**src/rtl/core/cheat_code_patch_engine_macros.svh**
```systemverilog
// Assertion macros for the cheat code patch engine RTL.
`ifndef CHEAT_CODE_PATCH_ENGINE_MACROS_SVH
`define CHEAT_CODE_PATCH_ENGINE_MACROS_SVH
`ifndef NO_ASSERTIONS
// Same-cycle implication, disabled during reset.
`define CCPE_ASSERT_IMP(label, clk, rst, ante, cons, msg) \
   label: assert property (@(posedge clk) disable iff (rst) (ante) |-> (cons)) \
      else $error(msg);
// Next-cycle implication, disabled during reset.
`define CCPE_ASSERT_NXT(label, clk, rst, ante, cons, msg) \
   label: assert property (@(posedge clk) disable iff (rst) (ante) |=> (cons)) \
      else $error(msg);
`else
`define CCPE_ASSERT_IMP(label, clk, rst, ante, cons, msg)
`define CCPE_ASSERT_NXT(label, clk, rst, ante, cons, msg)
`endif
`endif

```
**src/rtl/core/ccpe_pkg.sv**
```systemverilog
// Types, code constants and decode helpers for the cheat code patch engine.
package ccpe_pkg;

   localparam int MAX_CHEATS = 64;
   localparam int MAX_CODES  = 256;
   localparam int CHEAT_W    = $clog2(MAX_CHEATS);
   localparam int CODE_W     = $clog2(MAX_CODES);

   // Code types (top byte of the code word)
   localparam logic [7:0] TYPE_W8        = 8'h80;
   localparam logic [7:0] TYPE_W8_BTN    = 8'h88;
   localparam logic [7:0] TYPE_W8_ALT    = 8'hA0;
   localparam logic [7:0] TYPE_W8_ALTBTN = 8'hA8;
   localparam logic [7:0] TYPE_W8_BOOT   = 8'hF0;
   localparam logic [7:0] TYPE_W16        = 8'h81;
   localparam logic [7:0] TYPE_W16_BTN    = 8'h89;
   localparam logic [7:0] TYPE_W16_ALT    = 8'hA1;
   localparam logic [7:0] TYPE_W16_ALTBTN = 8'hA9;
   localparam logic [7:0] TYPE_W16_BOOT   = 8'hF1;
   localparam logic [7:0] TYPE_EQ8       = 8'hD0;
   localparam logic [7:0] TYPE_EQ8_BTN   = 8'hD8;
   localparam logic [7:0] TYPE_EQ16      = 8'hD1;
   localparam logic [7:0] TYPE_EQ16_BTN  = 8'hD9;
   localparam logic [7:0] TYPE_NE8       = 8'hD2;
   localparam logic [7:0] TYPE_NE8_BTN   = 8'hDB;
   localparam logic [7:0] TYPE_NE16      = 8'hD3;
   localparam logic [7:0] TYPE_NE16_BTN  = 8'hDA;
   localparam logic [7:0] TYPE_SPECIAL   = 8'hEE;

   localparam logic [3:0] NIB_TEST = 4'hD;
   localparam logic [3:0] NIB_BOOT = 4'hF;

   // Fixed writes of the special code
   localparam logic [23:0] SPECIAL_ADDR0 = 24'h000318;
   localparam logic [15:0] SPECIAL_DATA0 = 16'h0040;
   localparam logic [23:0] SPECIAL_ADDR1 = 24'h00031A;
   localparam logic [15:0] SPECIAL_DATA1 = 16'h0000;

   typedef struct packed {
      logic              frame;
      logic [CHEAT_W-1:0] cheat_slot;
      logic              enabled;
      logic              first;
      logic [CODE_W-1:0] code_slot;
      logic [31:0]       code_address;
      logic [15:0]       code_value;
      logic              button;
      logic [15:0]       mem_data;
   } item_type;

   typedef struct packed {
      logic        write_valid;
      logic [23:0] write_address;
      logic [15:0] write_data;
      logic        write_size;
      logic        last_result;
   } result_type;

   typedef struct packed {
      logic              en;
      logic [CODE_W-1:0] addr;
      logic [15:0]       data;
   } store_wr_type;

   function automatic logic test_pass(input logic [7:0] code_type,
                                      input logic [15:0] value,
                                      input logic [15:0] mem);
      logic eq8;
      logic eq16;
      logic pass;
      eq8  = (mem[7:0] == value[7:0]);
      eq16 = (mem == value);
      unique case (code_type) inside
         TYPE_EQ8, TYPE_EQ8_BTN:   pass = eq8;
         TYPE_EQ16, TYPE_EQ16_BTN: pass = eq16;
         TYPE_NE8, TYPE_NE8_BTN:   pass = !eq8;
         TYPE_NE16, TYPE_NE16_BTN: pass = !eq16;
         default:                  pass = 1'b1;
      endcase
      return pass;
   endfunction

   function automatic logic is_button_test(input logic [7:0] code_type);
      return (code_type == TYPE_EQ8_BTN) || (code_type == TYPE_EQ16_BTN) ||
             (code_type == TYPE_NE16_BTN) || (code_type == TYPE_NE8_BTN);
   endfunction

   function automatic logic is_button_write(input logic [7:0] code_type);
      return (code_type == TYPE_W8_BTN) || (code_type == TYPE_W16_BTN) ||
             (code_type == TYPE_W8_ALTBTN) || (code_type == TYPE_W16_ALTBTN);
   endfunction

endpackage

```
**src/rtl/core/cheat_code_patch_engine.sv**
```systemverilog
// Cheat code patch engine: decodes one code per beat into memory write beats.
// The req beat is registered in the execute stage, and its result beats in the output register.
// Throughput: one code per cycle while rsp_stall does not hold the output register;
// a special two-write code holds the execute stage for both result beats through the single output register.
// Reset (synchronous): clears flags, was-enabled and captured bits at once;
// the saved old-value memory is not cleared and needs no clearing pass.
`include "cheat_code_patch_engine_macros.svh"
module cheat_code_patch_engine (
   input  logic                          clock,
   input  logic                          reset,
   input  logic                          req_valid,
   output logic                          req_stall,
   input  logic                          req_action,
   input  logic [ccpe_pkg::CHEAT_W-1:0]  req_cheat_slot,
   input  logic                          req_cheat_enabled,
   input  logic                          req_first_code,
   input  logic [ccpe_pkg::CODE_W-1:0]   req_code_slot,
   input  logic [31:0]                   req_code_address,
   input  logic [15:0]                   req_code_value,
   input  logic                          req_button_pressed,
   input  logic [15:0]                   req_mem_data,
   output logic                          rsp_valid,
   input  logic                          rsp_stall,
   output logic                          rsp_write_valid,
   output logic [23:0]                   rsp_write_address,
   output logic [15:0]                   rsp_write_data,
   output logic                          rsp_write_size,
   output logic                          rsp_last_result
);

   // Execute stage
   logic                                 s1_valid_ff, s1_valid_in;
   ccpe_pkg::item_type                   s1_ff;
   logic                                 phase_ff, phase_in;
   // Output register
   logic                                 rsp_valid_ff, rsp_valid_in;
   ccpe_pkg::result_type                 rsp_ff, rsp_in;
   // Engine state
   logic                                 cond_failed_ff, cond_failed_in;
   logic                                 restoring_ff, restoring_in;
   logic [ccpe_pkg::MAX_CHEATS-1:0]      was_enabled_ff, was_enabled_in;
   logic [ccpe_pkg::MAX_CODES-1:0]       captured_ff, captured_in;

   ccpe_pkg::store_wr_type               store_wr;
   logic [15:0]                          store_rd_data;

   logic                                 accept;
   logic                                 out_free;
   logic                                 emit;
   logic                                 retire;

   logic [7:0]                           code_type;
   logic [3:0]                           code_nib;
   logic                                 cap_cur;
   logic                                 cf0;
   logic                                 rc_eff;
   logic                                 cf_new;
   logic                                 rc_new;
   logic                                 we_set;
   logic                                 we_clr;
   logic                                 cap_clr;
   logic                                 run;
   logic                                 allow_save;
   logic [15:0]                          operand;
   logic [1:0]                           res_count;
   logic                                 res_size;
   logic                                 res_special;
   logic                                 save;
   ccpe_pkg::result_type                 res;

   ccpe_saved_store u_store (
      .clock   (clock),
      .rd_en   (accept),
      .rd_addr (req_code_slot),
      .wr      (store_wr),
      .rd_data (store_rd_data)
   );

   // Decode and execute the code held in the execute stage
   always_comb begin
      code_type  = s1_ff.code_address[31:24];
      code_nib   = s1_ff.code_address[31:28];
      cap_cur    = captured_ff[s1_ff.code_slot];
      cf0        = cond_failed_ff;
      rc_eff     = restoring_ff;
      cf_new     = cond_failed_ff;
      rc_new     = restoring_ff;
      we_set     = 1'b0;
      we_clr     = 1'b0;
      cap_clr    = 1'b0;
      run        = 1'b0;
      allow_save = 1'b0;
      operand    = s1_ff.code_value;

      if (s1_ff.enabled) begin
         we_set = 1'b1;
         if (!s1_ff.frame) begin
            run        = (code_nib == ccpe_pkg::NIB_BOOT);
            allow_save = 1'b1;
         end else begin
            cf0    = s1_ff.first ? 1'b0 : cond_failed_ff;
            cf_new = cf0;
            if (code_nib == ccpe_pkg::NIB_TEST) begin
               cf_new = cf0
                  | (ccpe_pkg::is_button_test(code_type) & !s1_ff.button)
                  | !ccpe_pkg::test_pass(code_type, s1_ff.code_value, s1_ff.mem_data);
            end else if (cf0) begin
               // skip this code, drop the flag
               cf_new = 1'b0;
            end else if (ccpe_pkg::is_button_write(code_type)) begin
               run = s1_ff.button;
            end else if (code_nib != ccpe_pkg::NIB_BOOT) begin
               run        = 1'b1;
               allow_save = 1'b1;
            end
         end
      end else begin
         if (s1_ff.first) begin
            rc_eff = was_enabled_ff[s1_ff.cheat_slot] && s1_ff.frame;
            we_clr = 1'b1;
         end
         rc_new = rc_eff;
         if (rc_eff && cap_cur) begin
            run     = 1'b1;
            operand = store_rd_data;
            cap_clr = 1'b1;
         end
      end

      res_size    = 1'b0;
      res_special = 1'b0;
      res_count   = 2'd0;
      case (code_type) inside
         ccpe_pkg::TYPE_W8, ccpe_pkg::TYPE_W8_BTN, ccpe_pkg::TYPE_W8_ALT,
         ccpe_pkg::TYPE_W8_ALTBTN, ccpe_pkg::TYPE_W8_BOOT: begin
            res_count = 2'd1;
         end
         ccpe_pkg::TYPE_W16, ccpe_pkg::TYPE_W16_BTN, ccpe_pkg::TYPE_W16_ALT,
         ccpe_pkg::TYPE_W16_ALTBTN, ccpe_pkg::TYPE_W16_BOOT: begin
            res_count = 2'd1;
            res_size  = 1'b1;
         end
         ccpe_pkg::TYPE_SPECIAL: begin
            res_count   = 2'd2;
            res_size    = 1'b1;
            res_special = 1'b1;
         end
         default: res_count = 2'd0;
      endcase
      if (!run) begin
         res_count = 2'd0;
      end

      save = run && allow_save && !cap_cur && !res_special && (res_count != 2'd0);

      res.write_valid = 1'b1;
      res.write_size  = res_size;
      res.last_result = (res_count == 2'd2) ? phase_ff : 1'b1;
      if (res_special) begin
         res.write_address = phase_ff ? ccpe_pkg::SPECIAL_ADDR1 : ccpe_pkg::SPECIAL_ADDR0;
         res.write_data    = phase_ff ? ccpe_pkg::SPECIAL_DATA1 : ccpe_pkg::SPECIAL_DATA0;
      end else begin
         res.write_address = s1_ff.code_address[23:0];
         res.write_data    = res_size ? operand : {8'h00, operand[7:0]};
      end
   end

   // Handshake and stage control
   always_comb begin
      out_free  = !rsp_valid_ff || !rsp_stall;
      emit      = s1_valid_ff && (res_count != 2'd0) && out_free;
      retire    = s1_valid_ff && ((res_count == 2'd0) ||
                  (out_free && ((res_count == 2'd1) || phase_ff)));
      req_stall = s1_valid_ff && !retire;
      accept    = req_valid && !req_stall;

      if (accept) begin
         s1_valid_in = 1'b1;
      end else if (retire) begin
         s1_valid_in = 1'b0;
      end else begin
         s1_valid_in = s1_valid_ff;
      end

      if (retire) begin
         phase_in = 1'b0;
      end else if (emit) begin
         phase_in = 1'b1;
      end else begin
         phase_in = phase_ff;
      end

      if (emit) begin
         rsp_valid_in = 1'b1;
      end else if (!rsp_stall) begin
         rsp_valid_in = 1'b0;
      end else begin
         rsp_valid_in = rsp_valid_ff;
      end
      rsp_in = emit ? res : rsp_ff;

      cond_failed_in = cond_failed_ff;
      restoring_in   = restoring_ff;
      was_enabled_in = was_enabled_ff;
      captured_in    = captured_ff;
      if (retire) begin
         cond_failed_in = cf_new;
         restoring_in   = rc_new;
         if (we_set) begin
            was_enabled_in[s1_ff.cheat_slot] = 1'b1;
         end else if (we_clr) begin
            was_enabled_in[s1_ff.cheat_slot] = 1'b0;
         end
         if (save) begin
            captured_in[s1_ff.code_slot] = 1'b1;
         end else if (cap_clr) begin
            captured_in[s1_ff.code_slot] = 1'b0;
         end
      end

      store_wr.en   = retire && save;
      store_wr.addr = s1_ff.code_slot;
      store_wr.data = res_size ? s1_ff.mem_data : {8'h00, s1_ff.mem_data[7:0]};
   end

   always_ff @(posedge clock) begin
      if (reset) begin
         s1_valid_ff    <= 1'b0;
         phase_ff       <= 1'b0;
         rsp_valid_ff   <= 1'b0;
         cond_failed_ff <= 1'b0;
         restoring_ff   <= 1'b0;
         was_enabled_ff <= '0;
         captured_ff    <= '0;
      end else begin
         s1_valid_ff    <= s1_valid_in;
         phase_ff       <= phase_in;
         rsp_valid_ff   <= rsp_valid_in;
         cond_failed_ff <= cond_failed_in;
         restoring_ff   <= restoring_in;
         was_enabled_ff <= was_enabled_in;
         captured_ff    <= captured_in;
      end
   end

   always_ff @(posedge clock) begin
      if (accept) begin
         s1_ff.frame        <= req_action;
         s1_ff.cheat_slot   <= req_cheat_slot;
         s1_ff.enabled      <= req_cheat_enabled;
         s1_ff.first        <= req_first_code;
         s1_ff.code_slot    <= req_code_slot;
         s1_ff.code_address <= req_code_address;
         s1_ff.code_value   <= req_code_value;
         s1_ff.button       <= req_button_pressed;
         s1_ff.mem_data     <= req_mem_data;
      end
      rsp_ff <= rsp_in;
   end

   assign rsp_valid         = rsp_valid_ff;
   assign rsp_write_valid   = rsp_ff.write_valid;
   assign rsp_write_address = rsp_ff.write_address;
   assign rsp_write_data    = rsp_ff.write_data;
   assign rsp_write_size    = rsp_ff.write_size;
   assign rsp_last_result   = rsp_ff.last_result;

   `CCPE_ASSERT_IMP(a_phase_needs_item, clock, reset, phase_ff, s1_valid_ff, "stray phase")
   `CCPE_ASSERT_NXT(a_accept_fills_stage, clock, reset, accept, s1_valid_ff, "no fill")
   `CCPE_ASSERT_IMP(a_phase_not_last, clock, reset, phase_ff, !rsp_ff.last_result, "early last")
   `CCPE_ASSERT_IMP(a_save_uncaptured, clock, reset, store_wr.en, !cap_cur, "resave")

endmodule

```
**src/rtl/core/ccpe_saved_store.sv**
```systemverilog
// Saved old-value store: one write port, registered read with write forwarding.
module ccpe_saved_store (
   input  logic                          clock,
   input  logic                          rd_en,
   input  logic [ccpe_pkg::CODE_W-1:0]   rd_addr,
   input  ccpe_pkg::store_wr_type        wr,
   output logic [15:0]                   rd_data
);

   logic [15:0] mem_ff [ccpe_pkg::MAX_CODES];
   logic [15:0] rdata_ff;
   logic        fwd_hit_ff;
   logic [15:0] fwd_data_ff;

   always_ff @(posedge clock) begin
      if (wr.en) begin
         mem_ff[wr.addr] <= wr.data;
      end
   end

   // Catch a write landing on the entry read in the same cycle
   always_ff @(posedge clock) begin
      if (rd_en) begin
         rdata_ff    <= mem_ff[rd_addr];
         fwd_hit_ff  <= wr.en && (wr.addr == rd_addr);
         fwd_data_ff <= wr.data;
      end
   end

   assign rd_data = fwd_hit_ff ? fwd_data_ff : rdata_ff;

endmodule

```
**config.mk**
```make
export PLATFORM = sky130hd
export DESIGN_NAME = cheat_code_patch_engine
export DESIGN_NICKNAME = d
export VERILOG_FILES = /design/src/rtl/core/ccpe_pkg.sv /design/src/rtl/core/cheat_code_patch_engine.sv /design/src/rtl/core/ccpe_saved_store.sv
export VERILOG_INCLUDE_DIRS = /design/src /design/src/rtl/core
export SDC_FILE = /design/constraint.sdc
export NUM_CORES = 2
export LEC_CHECK = 0
export BUFFER_PORTS_ARGS = -buffer_cell sky130_fd_sc_hd__buf_2
export CAP_MARGIN = 40
export CORE_MARGIN = 4
export CORE_UTILIZATION = 31
export CTS_CLUSTER_DIAMETER = 40
export DETAILED_ROUTE_END_ITERATION = 6
export PLACE_DENSITY = 0.43
export SLEW_MARGIN = 15
export SYNTH_ARGS = -nofsm -noshare
export SYNTH_HDL_FRONTEND = slang
export SYNTH_SLANG_ARGS = --single-unit
```
**constraint.sdc**
```tcl
create_clock -name clock -period 10.6 [get_ports clock]
set_input_delay 1.06 -clock clock [delete_from_list [all_inputs] [get_ports clock]]
set_output_delay 1.06 -clock clock [all_outputs]
set_load 0.01 [all_outputs]
```
-- After elaboration in Yosys (flattened, before gate mapping)
Memory sizes are Yosys's and may differ from the RTL's. A register that Yosys moved wholly into a read port is not among the register bits.
Index checks and enable logic that the tools add are counted.
W data, S select, Z words.
- register bits after elaboration: 466
- memory bits (writable): 4096
- logic and storage cells: 175
- memories: 1
- memory list (name ; depth ; width ; rd ports ; clocked after memory_dff ; wr ports ; RTL line ; source):
    u_store.mem_ff ; 256 ; 16 ; 1 ; 1 ; 1 ; ccpe_saved_store.sv:10 ; logic [15:0] mem_ff [ccpe_pkg::MAX_CODES];
- magnitude comparators: 4
- eq/ne operators: 28
- multiplexer cells: 59
- bitwise operators: 10
- reductions and logical operators: 51
- operator list (kind ; count):
    $mux W256 ; 2
    $and A256 B256 Y256 ; 1
    $not A256 Y256 ; 1
    $or A256 B256 Y256 ; 1
    $eq A8 B8 Y1 const B ; 19
    $mux W64 ; 2
    $mux W16 ; 5
    $and A64 B64 Y64 ; 1
    $not A64 Y64 ; 1
    $or A64 B64 Y64 ; 1
    $mux W40 ; 1
    $mux W1 ; 38
    $eq A16 B16 Y1 ; 1
    $eq A8 B8 Y1 ; 2
    $logic_and A1 B1 Y1 ; 16
    $logic_not A1 Y1 ; 10
    $mux W2 ; 5
    $reduce_or A2 Y1 ; 5
    $reduce_or A5 Y1 ; 2
    $logic_or A1 B1 Y1 ; 9
    $lt A8 B9 Y1 const B ; 1
    $bmux W1 S8 ; 1
    $demux W1 S8 ; 1
    $eq A4 B4 Y1 const B ; 2
    18 further kinds ; 24

-- Longest topological paths before layout
- depth after elaboration: 20
- gate-level depth with buffers: 15

-- Modules after synthesis
A second synthesis with hierarchy kept.
- cell total of the unflattened synthesis: 9592
- area, all modules: 180929.8 µm²
- by module, submodules not included (module ; instances ; cells each ; area an instance (µm²) ; sequential area each (µm²)):
    ccpe_saved_store ; 1 ; 7404 ; 159314.0 ; 123988.9
    cheat_code_patch_engine ; 1 ; 2188 ; 21615.7 ; 10229.8

-- Least setup slack after synthesis
Ideal clock, no wire load.
- path kind: reg-to-reg
- from: register s1_ff (netlist bit code_nib[0])
- to: register u_store.fwd_data_ff[10] (data pin)
- arrival: 5.180 ns
- required time: 9.727 ns
- path slack: 4.547 ns
- cell stages (with the launch flop): 8
- period minus slack after synthesis: 6.053 ns
- path through: edfxtp_1 clkbuf_1 or2_2 a2111oi_1 nand2_1 nand2b_1 clkbuf_1 and2_1
- RTL lines (element ; RTL line ; source):
    start: declaration ; cheat_code_patch_engine.sv:33 ; ccpe_pkg::item_type s1_ff;
    end signal: assignment ; ccpe_saved_store.sv:26 ; fwd_data_ff <= wr.data;
    end: declaration ; ccpe_saved_store.sv:13 ; logic [15:0] fwd_data_ff;

-- Final worst setup path
- from: register s1_ff[66] (netlist name)
- to: output req_stall
- word-level cells in the longest chain between the ends: 13
- elaborated cells between the ends (all ways): 14
- those cells by class: eq/ne: 1; mux: 5; reduce/logical: 8
- ends and longest elaborated chain (element ; RTL line ; source):
    $bmux W1 S8 * ; cheat_code_patch_engine.sv:83 ; cap_cur = captured_ff[s1_ff.code_slot];
    $mux W1 (not written as such) * ; cheat_code_patch_engine.sv:83 ;
    $logic_and A1 B1 Y1 * ; cheat_code_patch_engine.sv:123 ; if (rc_eff && cap_cur) begin
    $mux W1 * ; cheat_code_patch_engine.sv:123 ;
    $mux W1 * ; cheat_code_patch_engine.sv:95 ; if (s1_ff.enabled) begin
    $mux W2 * ; cheat_code_patch_engine.sv:150 ; if (!run) begin
    $eq A2 B1 Y1 ; cheat_code_patch_engine.sv:173 ; (out_free && ((res_count == 2'd1) || phase_ff)));
    $logic_or A1 B1 Y1 ; cheat_code_patch_engine.sv:173 ;
    $logic_and A1 B1 Y1 ; cheat_code_patch_engine.sv:173 ;
    $logic_or A1 B1 Y1 * ; cheat_code_patch_engine.sv:172 ; retire = s1_valid_ff && ((res_count == 2'd0) ||
    $logic_and A1 B1 Y1 * ; cheat_code_patch_engine.sv:172 ;
    $logic_not A1 Y1 * ; cheat_code_patch_engine.sv:174 ; req_stall = s1_valid_ff && !retire;
    $logic_and A1 B1 Y1 * ; cheat_code_patch_engine.sv:174 ;
    end: declaration ; cheat_code_patch_engine.sv:12 ; output logic req_stall,
Mark *: on every way between the ends. The rest lies on a longest branch, timed or not. The select of a mux whose other input is x is not followed.

==> flow_summary.yaml <==
placed_design:
  dp_hpwl_mm: 330.2
  post_dp_cell_area_um2: 191600
  finalWeightedCongestion: 0.8029
  port-buffer-count: 129
min_path:
  hp-class: "in2reg"
logic_synthesis:
  yosysSeqAreaShare_pct: 75.08
  ys_warn_count: 0
  syn_avg_cell_area_um2: 21.84
  yosysUniqueCellTypes: 62
  yosys-top-cells-area: "edfxtp_1 (71%), mux4_2 (18%), dfxtp_1 (3.6%)"
  synthArstFlopShare_pct: 0
  syn_nets: 8271
  synthFlopType: "edfxtp_1"
  synth_seq_cells: 4578
  synth_edf_count: 4253
  synthTopCellsByCount: "edfxtp_1 (4253), mux4_2 (1425), clkbuf_1 (455), dfxtp_1 (325), nor4_1 (279)"
  synth.largest_area_cell: "edfxtp_1"
  syn_inst: 8185
  yosysMostFrequentCell: "edfxtp_1"
  synth_top_area_share_pct: 71.44
  syn-cell-area_um2: 178800
timing:
  max_freq_mhz: 148.4
  relSlewSlack_pct: 21.81
  skew_ps: 69.87
  rsz0062_at_grt: "no"
  final_hold_viol_count: 0
  post-route-period-util_pct: 63.57
  worst_pin_slew_ps: 1173
  setup_tns_ps: 0
  min_period_ps: 6739
  drv_slew: 0
  final-setup-viol-count: 0
clocking:
  h-tree-depth: 6
  clk_path_buf_depth: 4
  numClockSinks: 4578
  cts_buffers: 669
  root_buffer: "clkbuf_16"
  cts_resized: 0
  clock_latency_ps: 1100
  post_cts_buffers: 0
  cts_tree: "yes"
  clk_pin_slew_worst_paths_ps: 50
  cts-hold-fix-buffers: 0
setup_path:
  path_max_fanout: 47
  crit_required_ps: 9540
  start_kind: "flop"
  worstSetupPathType: "reg2out"
  crit_arrival_ps: 5680
  cp-end-kind: "output pin"
floorplanning:
  num_rows: 278
  die_h_um: 767.4
  ios: 131
  die_w_um: 767.4
  initial_core_util_pct: 31.15
  core_area_um2: 573900
  design.die.area_um2: 588900
global_route:
  grt_pass1_wl_mm: 756.9
  grt_usage_pct: 18.02
  grt_pass1_vias: 92140
  grt_start_max_net_pins: 171
  grt_antenna_before_repair: 58
  overflow: 0
power_and_ir_drop:
  powerDensity_nw_per_um2: 203.3
  p_leak_nw: 61.07
  ir_drop_mv: 0.1701
detailed_routing:
  drt-initial-drc-count: 9449
  dr.pass1.iters: 6
  postRouteAntennaNets: 0
  routed_wl_mm: 545.2
  drc: 0
  via_per_inst: 5.316
  vias: 89980
  drt-wirelength-per-cell_um: 32.21
layout:
  layout.nets: 8866
  syn2layout_area_growth_pct: 20.21
  design_area_um2: 214900
  final_layout_size_suffix_gt1_share_pct: 35.42
run:
  cap_violations: 0
status:
  status: "complete, no violations"
==> cell families after synthesis <==
logic type	after synthesis	share of synthesized area [%]
other cells	1	0.002098
buf+inv	823	1.823
xor+xnor	24	0.1176
flops	4578	75.08
mux	1473	18.22
compound gates	624	2.660
simple gates	662	2.097
==> routing by layer <==
layer	wire length (um)	global-route usage, %	share of wire [%]	up-vias
met4	13080	4.529	2.4	8
li1	-	-	-	36630
met5	54	0	0.0099	-
met3	28590	2.634	5.2	739
met2	267400	29.75	49	2984
met1	236100	25.10	43	49610
==> layout by cell type, fill, tap and decap left out, types with 12 or more instances in the layout <==
cell type   Yosys  routed
o31ai_1        29      29
o21ai_1        21      21
clkinv_2        0      91
a22oi_1        33      33
a211oi_1       18      17
buf_2          45     127
clkinvlp_4      0      69
nor3_1         41      39
clkbuf_16       0     679
clkinv_4        0      55
clkinv_8        0      13
edfxtp_1     4253    4253
buf_12          0      39
nor4_1        279     103
nor2b_1        29      27
nand2_1       162     159
buf_16          0      28
inv_6           0      61
buf_4           4     344
dfxtp_1       325     325
o21ai_0        44      44
nor4_2          7     177
o32ai_1       117     117
mux2i_1        46      46
bufinv_16       0      81
clkbuf_1      455      69
nor4_4          6      12
diode_2         0      21
o31a_1         16      15
inv_1         193     192
o41ai_1        86      86
mux4_2       1425    1425
a21oi_1        96      96
nor2_1         51      48
xnor2_1        24      24
inv_8           0      13
o21a_1         20      19
clkinv_1        0      79
o311ai_0       99      99
==> area by class of cell <==
cell class	count	area, um^2
clock inverter	480	5524
clock buffer	756	17350
sequential	4578	134200
antenna	21	52.55
inverter	193	729.5
multi-input combinational	2784	42580
fill	51810	359000
timing repair buffer	554	4987
tap	7560	9459
==> power breakdown <==
group          internal (mW)  switching (mW)
logic                  0.520            1.08
clock network           13.9            8.51
registers               19.7          0.0230
total                   34.1            9.62
==> worst max-delay path: stages, from the launching register on <==
cell and delay, ps:
edfxtp_1 320, buf_4 410, buf_4 720, mux4_2 420
a22oi_1 290, a21oi_1 110, nor4_1 550, o22ai_1 330
nor2_1 150, buf_4 190, nor2_2 50, buf_4 230
o21ai_0 450, nor2_1 120, buf_2 170
==> path summary, 6_finish.rpt <==
path,slack (ps),endpoint,startpoint,depth (start not counted)
worst max-delay path,3860,req_stall,s1_ff[66],14
worst min-delay path,130,s1_ff[41],req_code_address[8],1
worst max register to register,3890,u_store.mem_ff[44][9],s1_ff[66],13
worst min register to register,460,flop,flop,2
==> through the flow <==
stage	hold WS (ps)	cells	utilization, %	power [mW]	setup slack (ps)
floorplan	427.3	8185	-	20.95	4547
global placement	437.4	15620	33.26	21.65	4037
detailed placement	455.9	15650	33.39	21.68	3920
CTS	41.79	16890	37.38	44.22	3716
global route	85.76	16910	37.44	45.10	3530
finish	128.5	16930	37.44	43.70	3861
==> state kept, by name, summed over array words and instances, names as in the netlist, 4 cells and up, named ones only <==
| name | count |
|---|---|
| code_nib | 4 |
| code_type | 4 |
| rsp_write_address | 24 |
| rsp_write_data | 16 |
| s1_ff | 74 |
| u_store.fwd_data_ff | 16 |
| u_store.mem_ff | 4096 |
| u_store.rdata_ff | 16 |
(Power assumes the default switching activity.)
